`config.mk`:
```
export PLATFORM = sky130hd
export DESIGN_NAME = fat12_bpb_geometry_check
export DESIGN_NICKNAME = d
export VERILOG_FILES = /design/src/hdl/fbgc_pkg.sv /design/src/hdl/fbgc_calc.sv /design/src/hdl/fat12_bpb_geometry_check.sv
export SDC_FILE = /design/constraint.sdc
export NUM_CORES = 1
export LEC_CHECK = 0
export ABC_AREA = 1
export BUFFER_PORTS_ARGS = -buffer_cell sky130_fd_sc_hd__buf_2
export CORE_MARGIN = 1.5
export CORE_UTILIZATION = 61
export CTS_CLUSTER_SIZE = 24
export DETAILED_ROUTE_END_ITERATION = 8
export PLACE_DENSITY = 0.83
export SKIP_LAST_GASP = 1
export SLEW_MARGIN = 30
export SYNTH_ARGS = -nofsm -noshare
export SYNTH_HDL_FRONTEND = slang
export SYNTH_SLANG_ARGS = --single-unit
```
`constraint.sdc`:
```
create_clock -name clock -period 20 [get_ports clock]
set_clock_uncertainty 0.2 [all_clocks]
set_input_delay 2 -clock clock [delete_from_list [all_inputs] [get_ports clock]]
set_output_delay 2 -clock clock [all_outputs]
set_load 0.01 [all_outputs]
```
`src/hdl/fbgc_pkg.sv`:
```
// Shared types and constants for the FAT12 boot sector geometry checker.
// Used by fbgc_calc and fat12_bpb_geometry_check; no dependencies.
`default_nettype none

package fbgc_pkg;

   localparam int REQ_DATA_W = 96;
   localparam int RSP_DATA_W = 96;

   localparam logic [15:0] REQUIRED_SECTOR_LEN = 16'd512;
   localparam int          SECTOR_SHIFT        = 9;
   localparam int          ENTRY_PER_SEC_SHIFT = 4;     // 512 / 32 entries per sector
   localparam logic [7:0]  MAX_CLUSTER_SECTORS = 8'd128;
   localparam logic [15:0] CLUSTER_LIMIT       = 16'd4085;
   localparam logic [1:0]  FAT12_NUM           = 2'd3;  // 3 bytes per 2 entries

   typedef enum logic [1:0] {
      ST_OK       = 2'd0,
      ST_BAD_BPB  = 2'd1,
      ST_NO_ROOM  = 2'd2,
      ST_BAD_GEOM = 2'd3
   } status_type;

   typedef struct packed {
      logic [15:0] sector_bytes;
      logic [7:0]  cluster_sectors;
      logic [15:0] reserved_count;
      logic [7:0]  fat_copies;
      logic [15:0] root_entry_count;
      logic [15:0] volume_sectors;
      logic [15:0] fat_sectors;
   } bpb_type;

   typedef struct packed {
      status_type  status;
      logic [23:0] root_start;
      logic [12:0] root_length;
      logic [24:0] data_start;
      logic [16:0] cluster_bytes;
      logic [11:0] cluster_total;
   } geom_type;

endpackage

`default_nettype wire

```
`src/hdl/fbgc_calc.sv`:
```
// Geometry and validity evaluation for one parameter block.
// Combinational; sits between the input and result registers. Uses fbgc_pkg.
`default_nettype none

module fbgc_calc import fbgc_pkg::*; (
   input  bpb_type  bpb,
   output geom_type geom
);

   logic        spc_ok;
   logic        bad_bpb;
   logic [23:0] fat_area;
   logic [23:0] root_start;
   logic [12:0] root_length;
   logic [24:0] data_start;
   logic [16:0] cluster_bytes;
   logic        no_room;
   logic [15:0] free_sectors;
   logic [2:0]  spc_log2;
   logic [15:0] clusters;
   logic [17:0] fat_need;
   logic [24:0] fat_cap;
   logic        bad_geom;

   assign spc_ok = (bpb.cluster_sectors != 8'd0) &&
                   ((bpb.cluster_sectors & (bpb.cluster_sectors - 8'd1)) == 8'd0) &&
                   (bpb.cluster_sectors <= MAX_CLUSTER_SECTORS);

   assign bad_bpb = (bpb.sector_bytes != REQUIRED_SECTOR_LEN) || !spc_ok ||
                    (bpb.reserved_count == 16'd0) || (bpb.root_entry_count == 16'd0) ||
                    (bpb.fat_copies == 8'd0) || (bpb.fat_sectors == 16'd0);

   assign fat_area      = bpb.fat_copies * bpb.fat_sectors;
   assign root_start    = {8'd0, bpb.reserved_count} + fat_area;
   // ceil(entries * 32 / 512) == (entries + 15) >> 4
   assign root_length   = 13'(({1'b0, bpb.root_entry_count} + 17'd15) >> ENTRY_PER_SEC_SHIFT);
   assign data_start    = {1'b0, root_start} + {12'd0, root_length};
   assign cluster_bytes = {bpb.cluster_sectors, {SECTOR_SHIFT{1'b0}}};

   assign no_room      = data_start >= {9'd0, bpb.volume_sectors};
   assign free_sectors = bpb.volume_sectors - data_start[15:0];

   always_comb begin
      spc_log2 = 3'd0;
      for (int i = 0; i < 8; i++) begin
         if (bpb.cluster_sectors[i]) begin
            spc_log2 = 3'(i);
         end
      end
   end

   assign clusters = free_sectors >> spc_log2;
   assign fat_need = 18'(((({2'd0, clusters} + 18'd2) * FAT12_NUM) + 18'd1) >> 1);
   assign fat_cap  = {bpb.fat_sectors, {SECTOR_SHIFT{1'b0}}};
   assign bad_geom = (clusters == 16'd0) || (clusters >= CLUSTER_LIMIT) ||
                     ({7'd0, fat_need} > fat_cap);

   always_comb begin
      geom.status        = ST_OK;
      geom.root_start    = root_start;
      geom.root_length   = root_length;
      geom.data_start    = data_start;
      geom.cluster_bytes = cluster_bytes;
      geom.cluster_total = 12'd0;
      if (bad_bpb) begin
         geom.status        = ST_BAD_BPB;
         geom.root_start    = 24'd0;
         geom.root_length   = 13'd0;
         geom.data_start    = 25'd0;
         geom.cluster_bytes = 17'd0;
      end else if (no_room) begin
         geom.status = ST_NO_ROOM;
      end else if (bad_geom) begin
         geom.status = ST_BAD_GEOM;
      end else begin
         geom.cluster_total = clusters[11:0];
      end
   end

endmodule

`default_nettype wire

```
`src/hdl/fat12_bpb_geometry_check.sv`:
```
// FAT12 boot sector parameter check: validates one parameter block per transaction
// and returns status plus root, data and cluster geometry.
// Path: input register, combinational fbgc_calc, result register driving rsp_tvalid.
// Throughput: one transaction per cycle unless rsp_tready stalls; the result register lets a
// new request in while a finished result waits on rsp_tready.
// Reset: synchronous, clears both valid flags; payload registers are not reset.
`default_nettype none

module fat12_bpb_geometry_check import fbgc_pkg::*; (
   input  wire logic                  clock,
   input  wire logic                  reset,
   input  wire logic                  req_tvalid,
   output logic                       req_tready,
   // sector_bytes[15:0], cluster_sectors[23:16], reserved_count[39:24],
   // fat_copies[47:40], root_entry_count[63:48], volume_sectors[79:64],
   // fat_sectors[95:80]
   input  wire logic [REQ_DATA_W-1:0] req_tdata,
   output logic                       rsp_tvalid,
   input  wire logic                  rsp_tready,
   // status[1:0], root_start[25:2], root_length[38:26], data_start[63:39],
   // cluster_bytes[80:64], cluster_total[92:81], zero[95:93]
   output logic [RSP_DATA_W-1:0]      rsp_tdata
);

   bpb_type  bpb_ff, bpb_in;
   logic     req_valid_ff, req_valid_in;
   geom_type rsp_ff, rsp_in;
   logic     rsp_valid_ff, rsp_valid_in;
   geom_type geom;
   logic     advance;

   assign advance    = req_valid_ff && (!rsp_valid_ff || rsp_tready);
   assign req_tready = !req_valid_ff || advance;

   always_comb begin
      bpb_in.sector_bytes     = req_tdata[15:0];
      bpb_in.cluster_sectors  = req_tdata[23:16];
      bpb_in.reserved_count   = req_tdata[39:24];
      bpb_in.fat_copies       = req_tdata[47:40];
      bpb_in.root_entry_count = req_tdata[63:48];
      bpb_in.volume_sectors   = req_tdata[79:64];
      bpb_in.fat_sectors      = req_tdata[95:80];
   end

   fbgc_calc u_calc (
      .bpb  (bpb_ff),
      .geom (geom)
   );

   assign rsp_in = geom;

   always_comb begin
      req_valid_in = req_valid_ff;
      if (req_tready) begin
         req_valid_in = req_tvalid;
      end
      rsp_valid_in = rsp_valid_ff;
      if (advance) begin
         rsp_valid_in = 1'b1;
      end else if (rsp_tready) begin
         rsp_valid_in = 1'b0;
      end
   end

   always_ff @(posedge clock) begin
      if (reset) begin
         req_valid_ff <= 1'b0;
         rsp_valid_ff <= 1'b0;
      end else begin
         req_valid_ff <= req_valid_in;
         rsp_valid_ff <= rsp_valid_in;
      end
   end

   always_ff @(posedge clock) begin
      if (req_tvalid && req_tready) begin
         bpb_ff <= bpb_in;
      end
      if (advance) begin
         rsp_ff <= rsp_in;
      end
   end

   assign rsp_tvalid = rsp_valid_ff;
   assign rsp_tdata  = {3'd0, rsp_ff.cluster_total, rsp_ff.cluster_bytes, rsp_ff.data_start,
                        rsp_ff.root_length, rsp_ff.root_start, rsp_ff.status};

   // a held request stays held until the result register frees up
   a_req_hold: assert property (@(posedge clock) disable iff (reset)
      req_valid_ff && !advance |=> req_valid_ff && $stable(bpb_ff))
      else $error("pending request dropped or changed");

   a_stall_cause: assert property (@(posedge clock) disable iff (reset)
      req_valid_ff && !advance |-> rsp_valid_ff && !rsp_tready)
      else $error("input stage stalled without output backpressure");

   a_ok_count: assert property (@(posedge clock) disable iff (reset)
      rsp_valid_ff |-> ((rsp_ff.status == ST_OK) == (rsp_ff.cluster_total != 12'd0)))
      else $error("cluster count inconsistent with status");

   a_bad_bpb_zero: assert property (@(posedge clock) disable iff (reset)
      rsp_valid_ff && rsp_ff.status == ST_BAD_BPB |->
         rsp_ff.root_start == 24'd0 && rsp_ff.data_start == 25'd0 &&
         rsp_ff.cluster_bytes == 17'd0)
      else $error("geometry not cleared on bad parameter block");

endmodule

`default_nettype wire

```
## After elaboration in Yosys (flattened, before gate mapping)

Cells that the tools add are included.

- Flip-flop bits (word level): 191
- Input bits: 100

- Reduce and logical (&&, ||, !) cells: 25
- Bitwise gates (word level): 1
- Shift-type cells: 1
- Order comparisons: 4
- $mul: 2
- Equal/unequal tests: 1
- Muxes and demuxes: 11
- Add/sub/neg operators: 7

Operator list:

| cell | count |
|---|---|
| 16-bit logical NOT | 4 |
| 24-bit by 13-bit adder with 25-bit output | 1 |
| 25-bit by 16-bit >= comparator with 1-bit output | 1 |
| 17-bit by 25-bit greater-than comparator with 1-bit output | 1 |
| 16-bit by 24-bit adder with 24-bit output | 1 |
| 8-bit by 16-bit multiplier with 24-bit output | 1 |
| 18-bit by 1-bit adder with 18-bit output, second input constant | 1 |
| 18-bit by 2-bit multiplier with 18-bit output, second input constant | 1 |
| 3-bit 2-to-1 mux | 6 |
| 16-bit by 2-bit adder with 17-bit output, second input constant | 1 |
| 16-bit by 4-bit adder with 17-bit output, second input constant | 1 |
| 16-bit by 12-bit >= comparator with 1-bit output, second input constant | 1 |
| 8-bit logical NOT | 2 |
| 16-bit by 10-bit != test with 1-bit output, second input constant | 1 |
| 16-bit by 3-bit right shift with 16-bit output | 1 |
| 16-bit subtractor | 1 |
| 1-bit logical OR | 9 |
| 8-bit AND | 1 |
| 8-bit <= comparator, second input constant | 1 |
| 8-bit nonzero test | 1 |
| 8-bit by 1-bit subtractor with 8-bit output, second input constant | 1 |
| 1-bit logical AND | 4 |
| 2-bit 2-to-1 mux | 2 |
| 1-bit logical NOT | 3 |
| other kinds (3) | 5 |

## Depth between registers and ports, before layout

Gate-level depths: netlist of run 1.

- Word-level depth: 15
- Mapped depth: 71

## Modules after synthesis

Synthesis of run 1 repeated with hierarchy kept, for this count alone.

- Cells, all modules: 1896
- Area total of the unflattened synthesis: 15900.2 µm²

By module, submodules not included:

| module | area each (µm²) | times used | cells each | sequential area each (µm²) |
|---|---|---|---|---|
| fbgc_calc | 10107.2 | 1 | 1691 | 0.0 |
| fat12_bpb_geometry_check | 5793.1 | 1 | 205 | 5715.5 |

## Worst setup path before layout of run 1

No wires, ideal clock.

- Kind: register to register
- From: register bpb_ff[49] in the netlist's numbering
- To: register rsp_ff (netlist bit rsp_tdata[84]), data pin
- Arrival: 9.684 ns
- Setup time: 0.136 ns
- Cell stages (with the launch flop): 64
- Setup slack: 9.980 ns
- Buffers on the path: 3
- Cell sequence: edfxtp_1 clkbuf_1 clkbuf_1 nand2_1 fa_1 inv_1 fa_1 inv_1 fa_1 fa_1 inv_1 ha_1 nand2_1 nand2_1 nor2_1 o21ai_2 a31o_2 xor2_1 [28 not listed] a211oi_1 o21ai_0 xor2_1 ha_1 nand2_1 inv_1 nand2_1 nor4_1 and3_1 nand2_1 inv_1 nand3_1 nor2_1 nand3_1 a21oi_4 nand4_2 buf_6 nor2_2

- Cells in the longest elaborated chain, start to end: 11

RTL lines:

| element | RTL line | source |
|---|---|---|
| start, declared | fat12_bpb_geometry_check.sv:25 | `bpb_type bpb_ff, bpb_in;` |
| start signal, assigned | fat12_bpb_geometry_check.sv:77 | `bpb_ff <= bpb_in;` |
| 8-bit by 16-bit multiplier with 24-bit output * | fbgc_calc.sv:33 | `assign fat_area = bpb.fat_copies * bpb.fat_sectors;` |
| 16-bit by 24-bit adder with 24-bit output * | fbgc_calc.sv:34 | `assign root_start = {8'd0, bpb.reserved_count} + fat_area;` |
| named net u_calc.root_start[11] | fbgc_calc.sv:13 | `logic [23:0] root_start;` |
| 24-bit by 13-bit adder with 25-bit output * | fbgc_calc.sv:37 | `assign data_start = {1'b0, root_start} + {12'd0, root_length};` |
| named net u_calc.data_start[12] | fbgc_calc.sv:15 | `logic [24:0] data_start;` |
| 16-bit subtractor | fbgc_calc.sv:41 | `assign free_sectors = bpb.volume_sectors - data_start[15:0];` |
| 16-bit by 3-bit right shift with 16-bit output | fbgc_calc.sv:52 | `assign clusters = free_sectors >> spc_log2;` |
| 16-bit by 2-bit adder with 17-bit output | fbgc_calc.sv:53 | `assign fat_need = 18'(((({2'd0, clusters} + 18'd2) * FAT12_NUM) + 18'd1) >> 1);` |
| 18-bit by 2-bit multiplier with 18-bit output | fbgc_calc.sv:53 |  |
| 18-bit by 1-bit adder with 18-bit output | fbgc_calc.sv:53 |  |
| 17-bit by 25-bit greater-than comparator with 1-bit output | fbgc_calc.sv:56 | `({7'd0, fat_need} > fat_cap);` |
| 1-bit logical OR | fbgc_calc.sv:55 | `assign bad_geom = (clusters == 16'd0) \|\| (clusters >= CLUSTER_LIMIT) \|\|` |
| 3-bit OR reduction (no line) | n/a |  |
| end signal, assigned | fat12_bpb_geometry_check.sv:80 | `rsp_ff <= rsp_in;` |
| end, declared | fat12_bpb_geometry_check.sv:27 | `geom_type rsp_ff, rsp_in;` |

The timed path passes the listed nets; every way through them passes the cells marked *.
A chain may end at the register's enable or synchronous reset.

## Final worst setup path of run 1

- From: register bpb_ff[52] in the netlist's numbering
- To: register rsp_ff (netlist bit rsp_tdata[92]), data pin

The elaborated chain is that of the path after synthesis.

==> impl_metrics.ini, run 1 <==
[outcome]
status = completed

[global_routing]
grt-ovfl-total = 0
antenna_found_initial = 0
grt_pass1_vias = 12750
grtUsageTotal_pct = 30.33
grt_pass1_wl_um = 62550
grt_max_degree = 85

[floorplanning]
rows = 58
core_um2 = 25250
die_y_um = 163.7
initial_utilization_pct = 62.38
design.die.area_um2 = 26800
die_w_um = 163.7
io-pin-count = 198

[synthesis]
synth_cells = 1898
avgSynthCellArea_um2 = 8.300
synthAdderAreaFrac_pct = 21.94
synth_top_family_by_area = simple AND/OR/NAND/NOR gates
yosysWarnings = 0
synth_edf_count = 180
ys_types = 54
synthArstFlopShare_pct = 0
yosys.area.top_type = edfxtp_1
netlist_area_um2 = 15750
synth-seq-cells = 182
synth.mux.area_fraction_pct = 0
synth-simple-area-share_pct = 24.50
yosysSeqAreaShare_pct = 34.56
synth_top_cells_by_area = edfxtp_1 34%, fa_1 13%, nand2_1 10%
yosys.area.top_type_share_pct = 34.31
synth-xor-area-share_pct = 2.986
synth_ff_type = edfxtp_1
synth_compound_area_share_pct = 4.583

[cts]
cts_inserted_buffers = 17
post_cts_resized = 0
htree_num_levels = 4
cts_tree = done
clockRootBuffer = clkbuf_16
cts_max_path_buffers = 2
clkTransAtPathRegs_ns = 0.07
postCtsSetupBuffers = 0
clock_latency_ns = 0.45
cts.sink_count = 182
hold_buffers = 0

[setup_path]
end_kind = flop
timing.rr.end = rsp_tdata[92]$_SDFFCE_PP0P_
r2r_setup_slack_ns = 8.34
cp.required_ns = 20.08
crit_fanout = 17
cpPeakStageDelay_ns = 0.80
r2r_cells = 56
cp-start-kind = flop
r2r_start = bpb_ff[52]$_DFFE_PP_
worst-setup-path-type = reg2reg
crit_arrival_ns = 11.74
cpMaxStageDelayCell = edfxtp_1

[sta]
finalCritPeriodShare_pct = 58.29
slew_viol_final = 0
fmax_mhz = 85.78
setup_tns_ns = 0
tightest_slew_ns = 0.9271
setup_viol = 0
relSlewSlack_pct = 38.19
fin_crit_ns = 11.66
rsz0062_at_grt = no
hold_viol_final = 0

[worst_hold_path]
holdPathEnd = rsp_tvalid$_SDFFE_PP0P_
min-delay-start = rsp_tvalid$_SDFFE_PP0P_
hold_class = reg2reg
hold_path_depth = 2

[drt]
vias_per_cell = 5.505
antenna_left = 0
drt-total-wl_um = 39830
vias = 13200
wl_per_cell_um = 16.62
drtPass1Iterations = 9
drcViolationCount = 0
drtIter0Drc = 1234

[place]
dp_cells = 2365
gp_congestion = 0.9786
dp_hpwl_um = 31520
port_buffers = 185
post_dp_cell_area_um2 = 16870

[flow_run]
maxCapViolCount = 0

[final_layout]
fin_area_um2 = 17500
antennaDiodeCount = 0
finish.utilization_pct = 69.31
syn_to_final_growth_pct = 11.10
drive_gt1_share_pct = 14.42
finish.net_count = 2369
n_fill_cell = 2037
finalNonFillerCells = 2397
## cell families (layout without fill, tap and decap cells)
logic type / count (synthesis) / count (layout)
AOI/OAI and AO/OA: 121 / 121
xor gates and xnor gates: 52 / 52
adders and majority gates: 215 / 215
buffers and inverters: 459 / 617
DFF: 182 / 182
other: 1 / 12
and+or+nand+nor: 868 / 868
## worst max-delay path: cells and delay by family (launching register included)
| family | cells | cell delay [ns] |
|---|---|---|
| AND/OR/NAND/NOR | 30 | 4.30 |
| adder cells (fa/ha/maj) | 9 | 3.90 |
| AO/OA/AOI/OAI | 7 | 1.28 |
| flip-flops | 1 | 0.80 |
| XOR/XNOR | 4 | 0.58 |
| buffers and inverters | 6 | 0.39 |
## metal layers
metal  track usage, %  vias up  routed length (um)
met3            4.621      112                3006
li1                 -     6289                   -
met1            38.84     6175               16040
met4            12.02        0                1404
met2            51.73      619               19380
met5                0        -                   0
## per-stage QoR
step	setup WS [ns]	hold WS (ns)
final	8.342	0.3410
after global placement	8.877	0.3083
after CTS	8.475	0.3450
after global routing	7.463	0.3588
after floorplan	9.980	0.2448
after detailed placement	8.576	0.3353
## synth_stat cells, types with 19 or more instances
library cell	instances
nand3_1	147
fa_1	102
nand2_2	19
inv_1	391
edfxtp_1	180
xor2_1	37
ha_1	113
nor2_1	148
nand4_1	35
nand2_1	436
a21oi_1	63
clkbuf_1	38
## how the worst max path moves through the flow
stage / startpoint / to / slack [ns]
global route: bpb_ff[52]$_DFFE_PP_ / rsp_tdata[90]$_SDFFCE_PP0P_ / 7.46
CTS: bpb_ff[52]$_DFFE_PP_ / rsp_tdata[92]$_SDFFCE_PP0P_ / 8.48
finish: bpb_ff[52]$_DFFE_PP_ / rsp_tdata[92]$_SDFFCE_PP0P_ / 8.34
detailed placement: bpb_ff[49]$_DFFE_PP_ / rsp_tdata[92]$_SDFFCE_PP0P_ / 8.58
floorplan: bpb_ff[49]$_DFFE_PP_ / rsp_tdata[84]$_SDFFCE_PP0P_ / 9.98
global placement: bpb_ff[49]$_DFFE_PP_ / rsp_tdata[92]$_SDFFCE_PP0P_ / 8.88
## cell usage in the layout, fill, tap and decap left out, types with 3 or more instances in the layout
| cell | netlist | layout |
|---|---|---|
| nand2_1 | 436 | 436 |
| nor2_2 | 18 | 18 |
| o21ai_0 | 18 | 18 |
| bufinv_16 | 0 | 3 |
| nand3_1 | 147 | 147 |
| nand3_2 | 11 | 11 |
| edfxtp_1 | 180 | 180 |
| conb_1 | 1 | 12 |
| nor2_1 | 148 | 148 |
| a21o_1 | 5 | 5 |
| a21oi_2 | 4 | 4 |
| buf_2 | 5 | 185 |
| nand2_2 | 19 | 19 |
| ha_1 | 113 | 113 |
| buf_4 | 14 | 3 |
| fa_1 | 102 | 102 |
| inv_6 | 0 | 5 |
| xnor2_1 | 13 | 13 |
| o21bai_1 | 6 | 6 |
| and3_1 | 3 | 3 |
| nor4_1 | 17 | 17 |
| a31o_2 | 3 | 3 |
| inv_2 | 4 | 4 |
| nand3b_1 | 4 | 4 |
| clkbuf_16 | 0 | 17 |
| o211ai_1 | 5 | 5 |
| xor2_1 | 37 | 37 |
| a21oi_1 | 63 | 62 |
| a31oi_1 | 4 | 4 |
| nand4_1 | 35 | 35 |
| inv_1 | 391 | 390 |
| inv_8 | 0 | 3 |
| nor3_1 | 17 | 17 |
## registers in the layout, summed over array words and instances (netlist names)
signal and flops:
bpb_ff 96, rsp_tdata 84, req_valid_ff 1, rsp_tvalid 1
## area by class of cell
type | count | area (um^2) | area share (%)
Clock buffer | 17 | 425.4 | 2.430
Tap cell | 330 | 412.9 | 2.359
Inverter | 396 | 1489 | 8.507
Sequential cell | 182 | 5445 | 31.11
Multi-Input combinational cell | 1268 | 8564 | 48.93
Timing Repair Buffer | 189 | 959.7 | 5.483
Clock inverter | 15 | 206.4 | 1.180
Power of run 1 is not shown: default switching activity piles up to over one toggle a cycle in this logic, so the estimate is an artifact.
==> run 2, diff against run 1 <==
CORE_UTILIZATION = 54   (was 61)
PLACE_DENSITY = 0.78   (was 0.83)
clock period = 9.5 ns   (was 20 ns; I/O delays follow)
==> impl_metrics.ini, run 2 (synthesis results as in run 1) <==
[outcome]
status = finished with violations
violations = negative setup slack

[drt]
vias_per_cell = 5.312
drtIter0Drc = 1239
drcViolationCount = 0
drtPass1Iterations = 6
vias = 14630
drt-total-wl_um = 45820
antenna_left = 0
wl_per_cell_um = 16.64

[global_routing]
grt_pass1_wl_um = 70100
grtUsageTotal_pct = 29.77
grt_max_degree = 85
antenna_found_initial = 0
grt_pass1_vias = 14410
grt-ovfl-total = 0

[cts]
clock_latency_ns = 0.47
cts_max_path_buffers = 2
hold_buffers = 0
cts.sink_count = 182
cts_inserted_buffers = 17
clkTransAtPathRegs_ns = 0.07
htree_num_levels = 4
cts_tree = done
clockRootBuffer = clkbuf_16

[flow_run]
maxCapViolCount = 0

[final_layout]
syn_to_final_growth_pct = 33.92
largest_reg_flops = 96
drive_gt1_share_pct = 32.78
final_common_cell = nand2_1
finish.net_count = 2672
largest-register = bpb_ff
layout_common_cells = 392 x nand2_1, 377 x inv_1, 300 x buf_4, 185 x buf_2, 180 x edfxtp_1
antennaDiodeCount = 0

[floorplanning]
rows = 62
die_y_um = 173.8
design.die.area_um2 = 30210
die_w_um = 173.8
initial_utilization_pct = 54.89
core_um2 = 28700
io-pin-count = 198

[setup_path]
crit_family = adder cells
crit_arrival_ns = 10.74
cpPeakStageDelay_ns = 0.56
cp.required_ns = 9.64
worst-setup-path-type = reg2reg
end_kind = flop
critical_path_buf_inv_count = 11
cp-start-kind = flop
cpMaxStageDelayCell = edfxtp_1
crit_fanout = 6

[sta]
setup_viol = 14
relSlewSlack_pct = 44.50
fin_crit_ns = 10.60
worst_slack_ns = -1.100
tightest_slew_ns = 0.8324
hold_viol_final = 0
fmax_mhz = 94.34
rsz0062_at_grt = yes
setup_tns_ns = -14.62
finalCritPeriodShare_pct = 111.6
slew_viol_final = 0

[place]
port_buffers = 185
gp_congestion = 0.9397
dp_hpwl_um = 33770

[worst_hold_path]
hold_class = reg2reg
==> run 2: cell count changes in the layout (fill, tap and decap cells not counted), moves of 13 or more <==
cell,change
a21oi_1,-19
inv_2,+13
inv_1,-13
ha_1,-27
nand2_2,+32
nand3_2,+16
nor2_1,-20
nand3_1,-21
nand2_1,-44
xor2_1,-15
ha_4,+26
nor2_4,+19
buf_4,+297
==> run 2: per-stage QoR <==
step / cell area (um^2) / std cells / util, % / setup slack (ns) / hold slack (ns)
global placement: 18990 / 2672 / 66.16 / -0.8451 / 0.3059
floorplan: 16010 / 1909 / - / 0.005330 / 0.2448
finish: 21100 / 2754 / 73.50 / -1.100 / 0.3213
global route: 21100 / 2754 / 73.50 / -1.563 / 0.3503
detailed placement: 18990 / 2672 / 66.18 / -1.024 / 0.3149
CTS: 20490 / 2740 / 71.39 / -0.6261 / 0.3248
==> run 2: metal layers <==
layer | vias up | wire length [um] | global-route usage [%]
met1 | 6977 | 18190 | 36.12
li1 | 6887 | - | -
met2 | 632 | 23090 | 52.50
met5 | - | 0 | 0
met3 | 133 | 2747 | 4.671
met4 | 0 | 1783 | 12.86
==> run 2: cell type report <==
cell class | count | area [um^2]
Timing Repair Buffer | 492 | 3279
Clock inverter | 13 | 168.9
Fill cell | 2011 | 7605
Sequential cell | 182 | 5445
Multi-Input combinational cell | 1268 | 9792
Inverter | 396 | 1489
Clock buffer | 19 | 442.9
Tap cell | 384 | 480.5
==> run 2: final timing paths <==
kind,start,to,slack (ns),depth (start not counted)
worst min register to register,req_valid_ff$_SDFFE_PP0N_,req_valid_ff$_SDFFE_PP0N_,0.32,2
worst max register to register,bpb_ff[5]$_DFFE_PP_,rsp_tdata[86]$_SDFFCE_PP0P_,-1.10,60
worst min-delay path,req_valid_ff$_SDFFE_PP0N_,req_valid_ff$_SDFFE_PP0N_,0.32,2
worst max-delay path,bpb_ff[5]$_DFFE_PP_,rsp_tdata[86]$_SDFFCE_PP0P_,-1.10,60
==> run 2: worst register-to-register path, delay by kind of cell (launching register included) <==
| kind | cells | cell delay (ns) |
|---|---|---|
| buf+inv | 11 | 1.00 |
| xor+xnor | 4 | 0.82 |
| flops | 1 | 0.56 |
| compound gates | 7 | 1.26 |
| fa+ha+maj | 9 | 3.44 |
| simple gates | 29 | 3.20 |
==> run 2: timing repair <==
| item | CTS | global route |
|---|---|---|
| buffers inserted | 35 | 14 |
| endpoints found under the setup margin | 14 | 14 |
| gates resized for setup | 111 | 100 |
| pin swaps | 77 | 83 |
| cloned | 1 | 0 |
Power of run 2 is left out for the same reason.
